**src/design/cas_pkg.sv**
```systemverilog
// Shared types and constants for the call argument splitter.
`default_nettype none

package cas_pkg;

  // Default bracket stack depth
  localparam int STACK_DEPTH_DEF = 16;

  typedef logic [7:0] char_t;

  // Characters the parser reacts to
  localparam char_t CHR_LPAREN = 8'h28;  // (
  localparam char_t CHR_RPAREN = 8'h29;  // )
  localparam char_t CHR_LCURLY = 8'h7B;  // {
  localparam char_t CHR_RCURLY = 8'h7D;  // }
  localparam char_t CHR_SEMI   = 8'h3B;  // ;
  localparam char_t CHR_DQUOTE = 8'h22;  // "
  localparam char_t CHR_SQUOTE = 8'h27;  // '
  localparam char_t CHR_SPACE  = 8'h20;
  localparam char_t CHR_COMMA  = 8'h2C;
  localparam char_t CHR_BSLASH = 8'h5C;

  // Stack commands from the parser (push, pop and clear already gated by the step enable)
  typedef struct packed {
    logic push;
    logic pop;
    logic curly;   // bracket kind: 1 = curly, 0 = round
    logic clear;   // end of list, back to empty
  } stk_ctrl_t;

  // Stack status seen by the parser
  typedef struct packed {
    logic empty;
    logic single;  // exactly one entry
    logic full;
    logic tos;     // kind of the top entry, valid when not empty
  } stk_stat_t;

  // One result item
  typedef struct packed {
    char_t out_char;
    logic  keep;
    logic  arg_end;
    logic  error;
  } res_t;

endpackage

`default_nettype wire

```
**src/design/cas_if.sv**
```systemverilog
// Valid/ready channel interfaces for the splitter input and result streams.
`default_nettype none

interface cas_in_if;
  logic          valid;
  logic          ready;
  cas_pkg::char_t ch;
  logic          last;

  modport source (output valid, output ch, output last, input ready);
  modport sink   (input valid, input ch, input last, output ready);
endinterface

interface cas_out_if;
  logic          valid;
  logic          ready;
  cas_pkg::char_t out_char;
  logic          keep;
  logic          arg_end;
  logic          error;

  modport source (output valid, output out_char, output keep, output arg_end,
                  output error, input ready);
  modport sink   (input valid, input out_char, input keep, input arg_end,
                  input error, output ready);
endinterface

`default_nettype wire

```
**src/design/cas_stack.sv**
```systemverilog
// Bracket kind stack: level counter, memory, cached top and next-below entries.
`default_nettype none

module cas_stack #(
  parameter int STACK_DEPTH = cas_pkg::STACK_DEPTH_DEF
) (
  input  wire                 clk,
  input  wire                 rst_n,
  input  cas_pkg::stk_ctrl_t  ctrl,
  output cas_pkg::stk_stat_t  stat
);
  import cas_pkg::*;

  localparam int LW = $clog2(STACK_DEPTH + 1);
  localparam int AW = (STACK_DEPTH > 1) ? $clog2(STACK_DEPTH) : 1;

  logic [LW-1:0] level_r, level_nxt;
  logic          tos_r, tos_nxt;
  logic          nos_r;            // entry just below the top
  logic          mem [STACK_DEPTH];
  logic          push_ok, pop_ok;
  logic [LW-1:0] rd_lvl;
  logic [AW-1:0] rd_addr;

  // Pushes beyond full and pops on empty are dropped
  assign push_ok = ctrl.push && (level_r != LW'(STACK_DEPTH));
  assign pop_ok  = ctrl.pop && (level_r != '0);

  // Next level and cached top
  always_comb begin
    level_nxt = level_r;
    tos_nxt   = tos_r;
    if (ctrl.clear) begin
      level_nxt = '0;
    end else if (push_ok) begin
      level_nxt = level_r + LW'(1);
      tos_nxt   = ctrl.curly;
    end else if (pop_ok) begin
      level_nxt = level_r - LW'(1);
      tos_nxt   = nos_r;
    end
  end

  // Read the entry that will sit below the top next cycle
  assign rd_lvl  = level_nxt - LW'(2);
  assign rd_addr = rd_lvl[AW-1:0];

  always_ff @(posedge clk) begin
    if (!rst_n) begin
      level_r <= '0;
    end else begin
      level_r <= level_nxt;
    end
  end

  // Memory write and registered read; the read never hits the write address
  always_ff @(posedge clk) begin
    if (push_ok && !ctrl.clear) begin
      mem[level_r[AW-1:0]] <= ctrl.curly;
    end
    nos_r <= mem[rd_addr];
    tos_r <= tos_nxt;
  end

  assign stat.empty  = (level_r == '0);
  assign stat.single = (level_r == LW'(1));
  assign stat.full   = (level_r == LW'(STACK_DEPTH));
  assign stat.tos    = tos_r;

  // Level never passes the depth
  a_level_range: assert property (@(posedge clk) disable iff (!rst_n)
    level_r <= LW'(STACK_DEPTH))
    else $error("stack level above depth");

  // Parser never pushes and pops at once
  a_push_pop: assert property (@(posedge clk) disable iff (!rst_n)
    !(ctrl.push && ctrl.pop))
    else $error("push and pop together");

  // A pop on a non-empty stack takes exactly one entry off
  a_pop_step: assert property (@(posedge clk) disable iff (!rst_n)
    (ctrl.pop && !stat.empty && !ctrl.clear) |=> (level_r == $past(level_r) - LW'(1)))
    else $error("pop did not decrement level");

endmodule

`default_nettype wire

```
**src/design/cas_parse.sv**
```systemverilog
// Character classifier, literal/escape flags, error flag and result build.
`default_nettype none

module cas_parse (
  input  wire                 clk,
  input  wire                 rst_n,
  input  wire                 step,
  input  cas_pkg::char_t      ch,
  input  wire                 last,
  input  cas_pkg::stk_stat_t  stat,
  output cas_pkg::stk_ctrl_t  ctrl,
  output cas_pkg::res_t       res
);
  import cas_pkg::*;

  logic in_string_r, in_string_nxt;
  logic in_char_r,   in_char_nxt;
  logic escaped_r,   escaped_nxt;
  logic first_r,     first_nxt;
  logic failed_r,    failed_nxt;

  logic quoted, top_before, keep;
  logic is_open, is_close, fail_now, level_zero_after, arg_end;

  assign quoted     = in_string_r || in_char_r;
  assign top_before = stat.empty && !quoted;
  assign is_open    = !quoted && ((ch == CHR_LPAREN) || (ch == CHR_LCURLY));
  assign is_close   = !quoted && ((ch == CHR_RPAREN) || (ch == CHR_RCURLY));

  // Keep decision outside literals
  always_comb begin
    keep = 1'b1;
    if (!quoted) begin
      case (ch)
        CHR_SEMI, CHR_COMMA: keep = !stat.empty;
        CHR_SPACE:           keep = 1'b0;
        default:             keep = 1'b1;
      endcase
    end
  end

  // Literal and escape flags
  always_comb begin
    in_string_nxt = in_string_r;
    in_char_nxt   = in_char_r;
    escaped_nxt   = escaped_r;
    if (!quoted) begin
      if (ch == CHR_DQUOTE) in_string_nxt = 1'b1;
      if (ch == CHR_SQUOTE) in_char_nxt   = 1'b1;
    end else if (escaped_r) begin
      escaped_nxt = 1'b0;
    end else if (ch == CHR_DQUOTE) begin
      in_string_nxt = 1'b0;
    end else if (ch == CHR_SQUOTE) begin
      in_char_nxt = 1'b0;
    end else if (ch == CHR_BSLASH) begin
      escaped_nxt = 1'b1;
    end
  end

  // Bracket faults: overflow, closer on empty, closer of the wrong kind
  assign fail_now = (is_open && stat.full)
                 || (is_close && stat.empty)
                 || (is_close && !stat.empty && (stat.tos != (ch == CHR_RCURLY)));

  assign level_zero_after = (stat.empty && !(is_open && !stat.full))
                         || (stat.single && is_close);

  assign failed_nxt = failed_r || fail_now || (last && !level_zero_after);

  assign arg_end = ((ch == CHR_COMMA) && top_before && !first_r)
                || (last && level_zero_after && !in_string_nxt && !in_char_nxt);

  assign first_nxt = last;

  // Stack commands, only on a real step
  assign ctrl.push  = step && is_open;
  assign ctrl.pop   = step && is_close;
  assign ctrl.curly = (ch == CHR_LCURLY) || (ch == CHR_RCURLY);
  assign ctrl.clear = step && last;

  assign res.out_char = keep ? ch : '0;
  assign res.keep     = keep;
  assign res.arg_end  = arg_end;
  assign res.error    = failed_nxt;

  // Flag state; end of list returns everything to reset values
  always_ff @(posedge clk) begin
    if (!rst_n) begin
      in_string_r <= 1'b0;
      in_char_r   <= 1'b0;
      escaped_r   <= 1'b0;
      first_r     <= 1'b1;
      failed_r    <= 1'b0;
    end else if (step) begin
      if (last) begin
        in_string_r <= 1'b0;
        in_char_r   <= 1'b0;
        escaped_r   <= 1'b0;
        failed_r    <= 1'b0;
      end else begin
        in_string_r <= in_string_nxt;
        in_char_r   <= in_char_nxt;
        escaped_r   <= escaped_nxt;
        failed_r    <= failed_nxt;
      end
      first_r <= first_nxt;
    end
  end

  // Every list end leaves a clean state
  a_list_end: assert property (@(posedge clk) disable iff (!rst_n)
    (step && last) |=> (first_r && !failed_r && !in_string_r && !in_char_r && !escaped_r))
    else $error("state not cleared at end of list");

  // String and char literal modes exclude each other
  a_one_literal: assert property (@(posedge clk) disable iff (!rst_n)
    !(in_string_r && in_char_r))
    else $error("string and char literal both open");

  // Escape only pending inside a literal
  a_escape_scope: assert property (@(posedge clk) disable iff (!rst_n)
    escaped_r |-> (in_string_r || in_char_r))
    else $error("escape pending outside a literal");

endmodule

`default_nettype wire

```
**src/design/call_argument_splitter.sv**
```systemverilog
// Top level of the call argument splitter: input register, parser, stack, result register.
//
//  channel   dir   handshake       payload
//  in_chan   in    valid / ready   ch[7:0], last
//  out_chan  out   valid / ready   out_char[7:0], keep, arg_end, error
//
// One character per cycle sustained while the output is not stalled; a result
// passes through the input register and then the result register before it is
// offered.
// All per-character work is one pass of the parser and stack from the input
// register into the result register; the top-of-stack entry is cached so the
// bracket memory needs only one registered read per cycle.
// Reset (rst_n low, synchronous) empties the pipeline and clears all flags.
// A stalled result holds in the result register while one more character
// waits in the input register.
`default_nettype none

module call_argument_splitter #(
  parameter int STACK_DEPTH = cas_pkg::STACK_DEPTH_DEF
) (
  input  wire       clk,
  input  wire       rst_n,
  cas_in_if.sink    in_chan,
  cas_out_if.source out_chan
);
  import cas_pkg::*;

  logic      in_vld_r;
  char_t     ch_r;
  logic      last_r;
  logic      out_vld_r;
  res_t      res_r;
  res_t      res;
  logic      advance;
  logic      in_rdy;
  stk_ctrl_t stk_ctrl;
  stk_stat_t stk_stat;

  // Pipeline flow
  assign advance = in_vld_r && (!out_vld_r || out_chan.ready);
  assign in_rdy  = !in_vld_r || advance;
  assign in_chan.ready = in_rdy;

  // Input register
  always_ff @(posedge clk) begin
    if (!rst_n) begin
      in_vld_r <= 1'b0;
    end else if (in_rdy) begin
      in_vld_r <= in_chan.valid;
    end
  end

  always_ff @(posedge clk) begin
    if (in_rdy && in_chan.valid) begin
      ch_r   <= in_chan.ch;
      last_r <= in_chan.last;
    end
  end

  cas_parse u_parse (
    .clk   (clk),
    .rst_n (rst_n),
    .step  (advance),
    .ch    (ch_r),
    .last  (last_r),
    .stat  (stk_stat),
    .ctrl  (stk_ctrl),
    .res   (res)
  );

  cas_stack #(
    .STACK_DEPTH (STACK_DEPTH)
  ) u_stack (
    .clk   (clk),
    .rst_n (rst_n),
    .ctrl  (stk_ctrl),
    .stat  (stk_stat)
  );

  // Result register
  always_ff @(posedge clk) begin
    if (!rst_n) begin
      out_vld_r <= 1'b0;
    end else if (advance) begin
      out_vld_r <= 1'b1;
    end else if (out_chan.ready) begin
      out_vld_r <= 1'b0;
    end
  end

  always_ff @(posedge clk) begin
    if (advance) begin
      res_r <= res;
    end
  end

  assign out_chan.valid    = out_vld_r;
  assign out_chan.out_char = res_r.out_char;
  assign out_chan.keep     = res_r.keep;
  assign out_chan.arg_end  = res_r.arg_end;
  assign out_chan.error    = res_r.error;

endmodule

`default_nettype wire
```
**src/flat_wrapper.sv**
```systemverilog
// flat-port wrapper written by rule: the top's interface ports become plain ports
module call_argument_splitter_flat import cas_pkg::*;
#(
  parameter int STACK_DEPTH = cas_pkg::STACK_DEPTH_DEF
)
  (clk, rst_n, in_chan_valid, in_chan_ch, in_chan_last, in_chan_ready, out_chan_valid, out_chan_out_char, out_chan_keep, out_chan_arg_end, out_chan_error, out_chan_ready);
  cas_in_if in_chan_i ();
  cas_out_if out_chan_i ();
  input  wire clk;
  input  wire rst_n;
  input wire logic [$bits(in_chan_i.valid)-1:0] in_chan_valid;
  input wire logic [$bits(in_chan_i.ch)-1:0] in_chan_ch;
  input wire logic [$bits(in_chan_i.last)-1:0] in_chan_last;
  output wire logic [$bits(in_chan_i.ready)-1:0] in_chan_ready;
  output wire logic [$bits(out_chan_i.valid)-1:0] out_chan_valid;
  output wire logic [$bits(out_chan_i.out_char)-1:0] out_chan_out_char;
  output wire logic [$bits(out_chan_i.keep)-1:0] out_chan_keep;
  output wire logic [$bits(out_chan_i.arg_end)-1:0] out_chan_arg_end;
  output wire logic [$bits(out_chan_i.error)-1:0] out_chan_error;
  input wire logic [$bits(out_chan_i.ready)-1:0] out_chan_ready;
  assign in_chan_i.valid = in_chan_valid;
  assign in_chan_i.ch = in_chan_ch;
  assign in_chan_i.last = in_chan_last;
  assign in_chan_ready = in_chan_i.ready;
  assign out_chan_valid = out_chan_i.valid;
  assign out_chan_out_char = out_chan_i.out_char;
  assign out_chan_keep = out_chan_i.keep;
  assign out_chan_arg_end = out_chan_i.arg_end;
  assign out_chan_error = out_chan_i.error;
  assign out_chan_i.ready = out_chan_ready;
  call_argument_splitter #(.STACK_DEPTH(STACK_DEPTH)) u_core (.clk(clk), .rst_n(rst_n), .in_chan(in_chan_i), .out_chan(out_chan_i));
endmodule
```
**config.mk**
```make
export PLATFORM = sky130hd
export DESIGN_NAME = call_argument_splitter_flat
export DESIGN_NICKNAME = d
export VERILOG_FILES = /design/src/design/cas_pkg.sv /design/src/design/cas_if.sv /design/src/design/cas_stack.sv /design/src/design/cas_parse.sv /design/src/design/call_argument_splitter.sv /design/src/flat_wrapper.sv
export SDC_FILE = /design/constraint.sdc
export NUM_CORES = 1
export LEC_CHECK = 0
export BUFFER_PORTS_ARGS = -buffer_cell sky130_fd_sc_hd__buf_2
export CAP_MARGIN = 10
export CELL_PAD_IN_SITES_DETAIL_PLACEMENT = 1
export CELL_PAD_IN_SITES_GLOBAL_PLACEMENT = 1
export CORE_AREA = 3 3 74 83
export CTS_BUF_LIST = sky130_fd_sc_hd__clkbuf_8
export CTS_CLUSTER_SIZE = 24
export DETAILED_ROUTE_END_ITERATION = 7
export DIE_AREA = 0 0 77 86
export PLACE_DENSITY = 0.91
export SLEW_MARGIN = 20
export SYNTH_ARGS = -nofsm -noshare
export SYNTH_HDL_FRONTEND = slang
export SYNTH_SLANG_ARGS = --single-unit
```
**constraint.sdc**
```tcl
create_clock -name clk -period 4 [get_ports clk]
set_input_delay 0.2 -clock clk [delete_from_list [all_inputs] [get_ports clk]]
set_output_delay 0.2 -clock clk [all_outputs]
set_load 0.01 [all_outputs]
```
==> flow_results.xml <==
<?xml version="1.0" encoding="UTF-8"?>
<metrics>
  <group name="placement">
    <metric name="hpwlAfterDp" unit="µm">4925</metric>
    <metric name="gp_congestion" unit="">0.8403</metric>
    <metric name="post-place-ws" unit="ns">0.4028</metric>
    <metric name="numPortBuffers" unit="">25</metric>
    <metric name="place.detailed.instances" unit="">319</metric>
    <metric name="post_dp_cell_area" unit="mm²">0.002798</metric>
  </group>
  <group name="cells_and_area">
    <metric name="post-route-util" unit="%">53.76</metric>
    <metric name="drive_above_1_share" unit="%">21.43</metric>
    <metric name="nNetsFinal" unit="">270</metric>
    <metric name="diode_count" unit="">0</metric>
    <metric name="finalInstanceArea" unit="mm²">0.002882</metric>
    <metric name="layout.cells.non_filler" unit="">327</metric>
    <metric name="syn_to_final_growth" unit="%">11.58</metric>
  </group>
  <group name="power_and_ir_drop">
    <metric name="ir_drop" unit="V">0.0002160</metric>
    <metric name="power.share.switching" unit="%">23.23</metric>
    <metric name="power.leakage" unit="nW">1.006</metric>
    <metric name="power.clock.fraction" unit="%">30.7</metric>
    <metric name="comb_power_share" unit="%">6.5</metric>
    <metric name="internal_power" unit="µW">709.8</metric>
    <metric name="power_density_cells" unit="mW/mm²">320.9</metric>
    <metric name="power.share.sequential" unit="%">62.8</metric>
    <metric name="power.switching" unit="µW">214.8</metric>
  </group>
  <group name="route">
    <metric name="drt-initial-drc-count" unit="">160</metric>
    <metric name="routedWlPerCell" unit="µm">20.69</metric>
    <metric name="detailroute.via_count" unit="">1944</metric>
    <metric name="detail_route.first_pass.iterations" unit="">4</metric>
    <metric name="remaining_routing_drc_violations" unit="">0</metric>
    <metric name="routed_via_density" unit="">5.945</metric>
    <metric name="drt_wl_total" unit="µm">6766</metric>
    <metric name="postRouteAntennaNets" unit="">0</metric>
  </group>
  <group name="clock_tree">
    <metric name="clock_transition_at_the_registers_of_the_reported_paths" unit="ns">0.09</metric>
    <metric name="cts.sink_count" unit="">50</metric>
    <metric name="post_cts.resized_instances" unit="">0</metric>
    <metric name="post-cts-setup-buffers" unit="">0</metric>
    <metric name="clockBufferDepth" unit="">2</metric>
    <metric name="clk_latency" unit="ns">0.31</metric>
    <metric name="cts_tree" unit="">built</metric>
    <metric name="htree_levels" unit="">2</metric>
    <metric name="inserted_clock_buffers" unit="">5</metric>
    <metric name="hold_buffers_post_cts" unit="">0</metric>
    <metric name="root_buffer" unit="">sky130_fd_sc_hd__clkbuf_8</metric>
  </group>
  <group name="grt">
    <metric name="initial_antenna_violation_count" unit="">0</metric>
    <metric name="grt_overflow_total" unit="">0</metric>
    <metric name="grt_max_degree" unit="">18</metric>
    <metric name="grt_pass1_wl" unit="µm">11130</metric>
    <metric name="first_global_vias" unit="">2105</metric>
    <metric name="groute.usage.overall" unit="%">21.89</metric>
  </group>
  <group name="timing">
    <metric name="max_slew.worst_pin.slew" unit="ns">0.7885</metric>
    <metric name="skew" unit="ns">0.009635</metric>
    <metric name="fmax" unit="GHz">0.2701</metric>
    <metric name="timing.final.ws_setup" unit="ns">0.2977</metric>
    <metric name="timing_max_transition_violations_final" unit="">0</metric>
    <metric name="finalCriticalPeriod" unit="ns">3.702</metric>
    <metric name="final_hold_viol_count" unit="">0</metric>
    <metric name="finalSetupTns" unit="ns">0</metric>
    <metric name="slew-limit-headroom" unit="%">46.69</metric>
    <metric name="report.final.setup_viol" unit="">0</metric>
    <metric name="rsz0062_at_grt" unit="">no</metric>
    <metric name="final.period_utilization" unit="%">92.56</metric>
  </group>
  <group name="synth">
    <metric name="seq_area_frac_synth" unit="%">53.10</metric>
    <metric name="synth.largest_area_cell" unit="">sky130_fd_sc_hd__edfxtp_1</metric>
    <metric name="synth_largest_type_area_fraction" unit="%">43.02</metric>
    <metric name="yosysWarnings" unit="">0</metric>
    <metric name="yosysMostFrequentCell" unit="">sky130_fd_sc_hd__edfxtp_1</metric>
    <metric name="synth_async_sr_flop_share" unit="%">0</metric>
    <metric name="syn_inst" unit="">223</metric>
    <metric name="postSynthRegisterBits" unit="">50</metric>
    <metric name="synth.top_cells.by_count" unit="">sky130_fd_sc_hd__edfxtp_1 (37), sky130_fd_sc_hd__and2_1 (22), sky130_fd_sc_hd__nor2_1 (16), sky130_fd_sc_hd__nand2_1 (15), sky130_fd_sc_hd__dfxtp_1 (13)</metric>
    <metric name="syn_area_per_cell" unit="µm²">11.58</metric>
    <metric name="syn_nets" unit="">242</metric>
    <metric name="synth_enable_flop_cells" unit="">37</metric>
    <metric name="synth_top_flop_cell" unit="">sky130_fd_sc_hd__edfxtp_1</metric>
    <metric name="synth_area" unit="mm²">0.002582</metric>
    <metric name="synth.area.top_cells" unit="">sky130_fd_sc_hd__edfxtp_1 (43%), sky130_fd_sc_hd__dfxtp_1 (10%), sky130_fd_sc_hd__and2_1 (5.3%)</metric>
    <metric name="yosys.cell_types.count" unit="">58</metric>
  </group>
  <group name="die">
    <metric name="design.die.area" unit="mm²">0.006622</metric>
    <metric name="ioPinCount" unit="">26</metric>
    <metric name="chipHeight" unit="µm">86</metric>
    <metric name="floorplan.initialDensity" unit="%">48.18</metric>
    <metric name="core" unit="mm²">0.005360</metric>
    <metric name="fp-row-count" unit="">28</metric>
    <metric name="die_w" unit="µm">77</metric>
  </group>
  <group name="worst_setup_path">
    <metric name="critical_path_class" unit="">reg -&gt; reg</metric>
    <metric name="endpoint_kind" unit="">register</metric>
    <metric name="critical_path_buf_inv_count" unit="">1</metric>
    <metric name="cp_data_required_time" unit="ns">4.20</metric>
    <metric name="worst_path_dominant_cell_family" unit="">simple AND/OR/NAND/NOR gates</metric>
    <metric name="cp_slowest_stage_delay" unit="ns">0.60</metric>
    <metric name="critical_path.cell_chain" unit="">or4_4, a2111o_1, nor3_4, a21oi_2, a211o_1, ha_1, inv_1, nor4b_2, a311oi_1, o2bb2ai_1</metric>
    <metric name="timing.critical_path.slowest_stage_cell" unit="">sky130_fd_sc_hd__or4_4</metric>
    <metric name="arrival_worst_endpoint" unit="ns">3.90</metric>
    <metric name="worst-path-max-fanout" unit="">9</metric>
    <metric name="crit_path_start_kind" unit="">register</metric>
  </group>
  <group name="status">
    <metric name="status" unit="">finished clean</metric>
  </group>
  <group name="flow_run">
    <metric name="drv_cap" unit="">0</metric>
  </group>
  <group name="min_path">
    <metric name="timing.hold.worst.class" unit="">in -&gt; reg</metric>
  </group>
</metrics>
-- final cells by class --
cell class / count / area, µm²
flip-flops and latches: 50 / 1371
fillers: 579 / 2479
clock inverters: 3 / 15.01
repair buffers: 30 / 162.7
clock buffers: 5 / 68.82
well taps: 75 / 93.84
inverters: 7 / 26.28
multi-input cells: 157 / 1144
-- path summary, 6_finish.rpt --
kind,start,to,depth (start not counted),slack [ns]
worst min-delay path,in_chan_last,u_core.last_r,1,0.07
worst min register to register,u_core.u_parse.first_r,u_core.u_parse.first_r,1,0.46
worst max register to register,u_core.ch_r[4],u_core.u_stack.nos_r,10,0.30
worst max-delay path,u_core.ch_r[4],u_core.u_stack.nos_r,10,0.30
-- power by group through the flow --
stage                     logic [mW]  clock network [mW]  registers [mW]
after global placement        0.0560                   0           0.591
after detailed placement      0.0590                   0           0.592
final                         0.0598               0.284           0.581
after CTS                     0.0597               0.289           0.580
after global routing          0.0657               0.310           0.583
after floorplan               0.0359                   0           0.590
-- flip-flops by register name (all words and copies together), names as in the netlist --
name                        flops
u_core.last_r                   1
u_core.u_parse.first_r          1
u_core.u_stack.tos_r            1
u_core.u_parse.in_char_r        1
u_core.u_stack.level_r          5
u_core.ch_r                     8
u_core.u_parse.escaped_r        1
u_core.out_chan.out_char        8
u_core.out_chan.arg_end         1
u_core.out_chan.valid           1
u_core.in_vld_r                 1
u_core.u_stack.mem             16
u_core.u_stack.nos_r            1
u_core.out_chan.error           1
u_core.out_chan.keep            1
u_core.u_parse.in_string_r      1
u_core.u_parse.failed_r         1
-- worst register-to-register path, delay by kind of cell (launching register included) --
family	cells	cell delay [ns]
simple gates	3	1.25
compound gates	5	1.23
flops	1	0.52
fa+ha+maj	1	0.46
buf+inv	1	0.14
-- cell usage in the layout, fill, tap and decap left out, types with 2 or more instances in the layout --
| cell type | count |
|---|---|
| sky130_fd_sc_hd__nand2_1 | 15 |
| sky130_fd_sc_hd__o21ai_0 | 8 |
| sky130_fd_sc_hd__edfxtp_1 | 37 |
| sky130_fd_sc_hd__a311oi_1 | 3 |
| sky130_fd_sc_hd__buf_4 | 5 |
| sky130_fd_sc_hd__nor2b_1 | 3 |
| sky130_fd_sc_hd__nor4b_1 | 4 |
| sky130_fd_sc_hd__xnor2_1 | 5 |
| sky130_fd_sc_hd__nor3b_1 | 3 |
| sky130_fd_sc_hd__inv_1 | 9 |
| sky130_fd_sc_hd__a21oi_1 | 9 |
| sky130_fd_sc_hd__and3_1 | 3 |
| sky130_fd_sc_hd__mux2i_1 | 2 |
| sky130_fd_sc_hd__nor2_1 | 16 |
| sky130_fd_sc_hd__a21o_1 | 2 |
| sky130_fd_sc_hd__nor3_1 | 6 |
| sky130_fd_sc_hd__ha_1 | 6 |
| sky130_fd_sc_hd__dfxtp_1 | 13 |
| sky130_fd_sc_hd__and2b_1 | 2 |
| sky130_fd_sc_hd__clkbuf_8 | 5 |
| sky130_fd_sc_hd__nand3_1 | 3 |
| sky130_fd_sc_hd__and2_1 | 22 |
| sky130_fd_sc_hd__nand4_1 | 5 |
| sky130_fd_sc_hd__buf_2 | 25 |
| sky130_fd_sc_hd__a22oi_1 | 3 |
| sky130_fd_sc_hd__a2111o_1 | 2 |
| sky130_fd_sc_hd__nor4b_2 | 2 |
| sky130_fd_sc_hd__and4b_2 | 2 |
-- metal layers --
| layer | global-route usage (%) | wire [µm] |
|---|---|---|
| met2 | 37.00 | 3382 |
| met4 | 7.282 | 121 |
| met1 | 28.45 | 2932 |
| met5 | 0 | 0 |
| met3 | 4.202 | 330 |
-- kinds of logic (layout without fill, tap and decap cells) --
logic type                 Yosys count  after routing  share of synthesized area, %
and+or+nand+nor                    101            101                         24.37
DFF                                 50             50                         53.10
AOI/OAI and AO/OA                   41             41                         12.60
buffers and inverters               16             45                         2.616
adders and majority gates            6              6                         2.907
xor gates and xnor gates             6              6                         2.762
muxes                                3              3                         1.647
-- metrics by stage --
step	power, mW	hold WS (ns)
2_1_floorplan	0.6256	0.2989
3_3_place_gp	0.6470	0.3774
3_5_place_dp	0.6511	0.3783
4_1_cts	0.9288	0.06289
5_1_grt	0.9589	0.05330
6_report	0.9246	0.06615
Note: power is estimated with default switching activity, not from simulation.
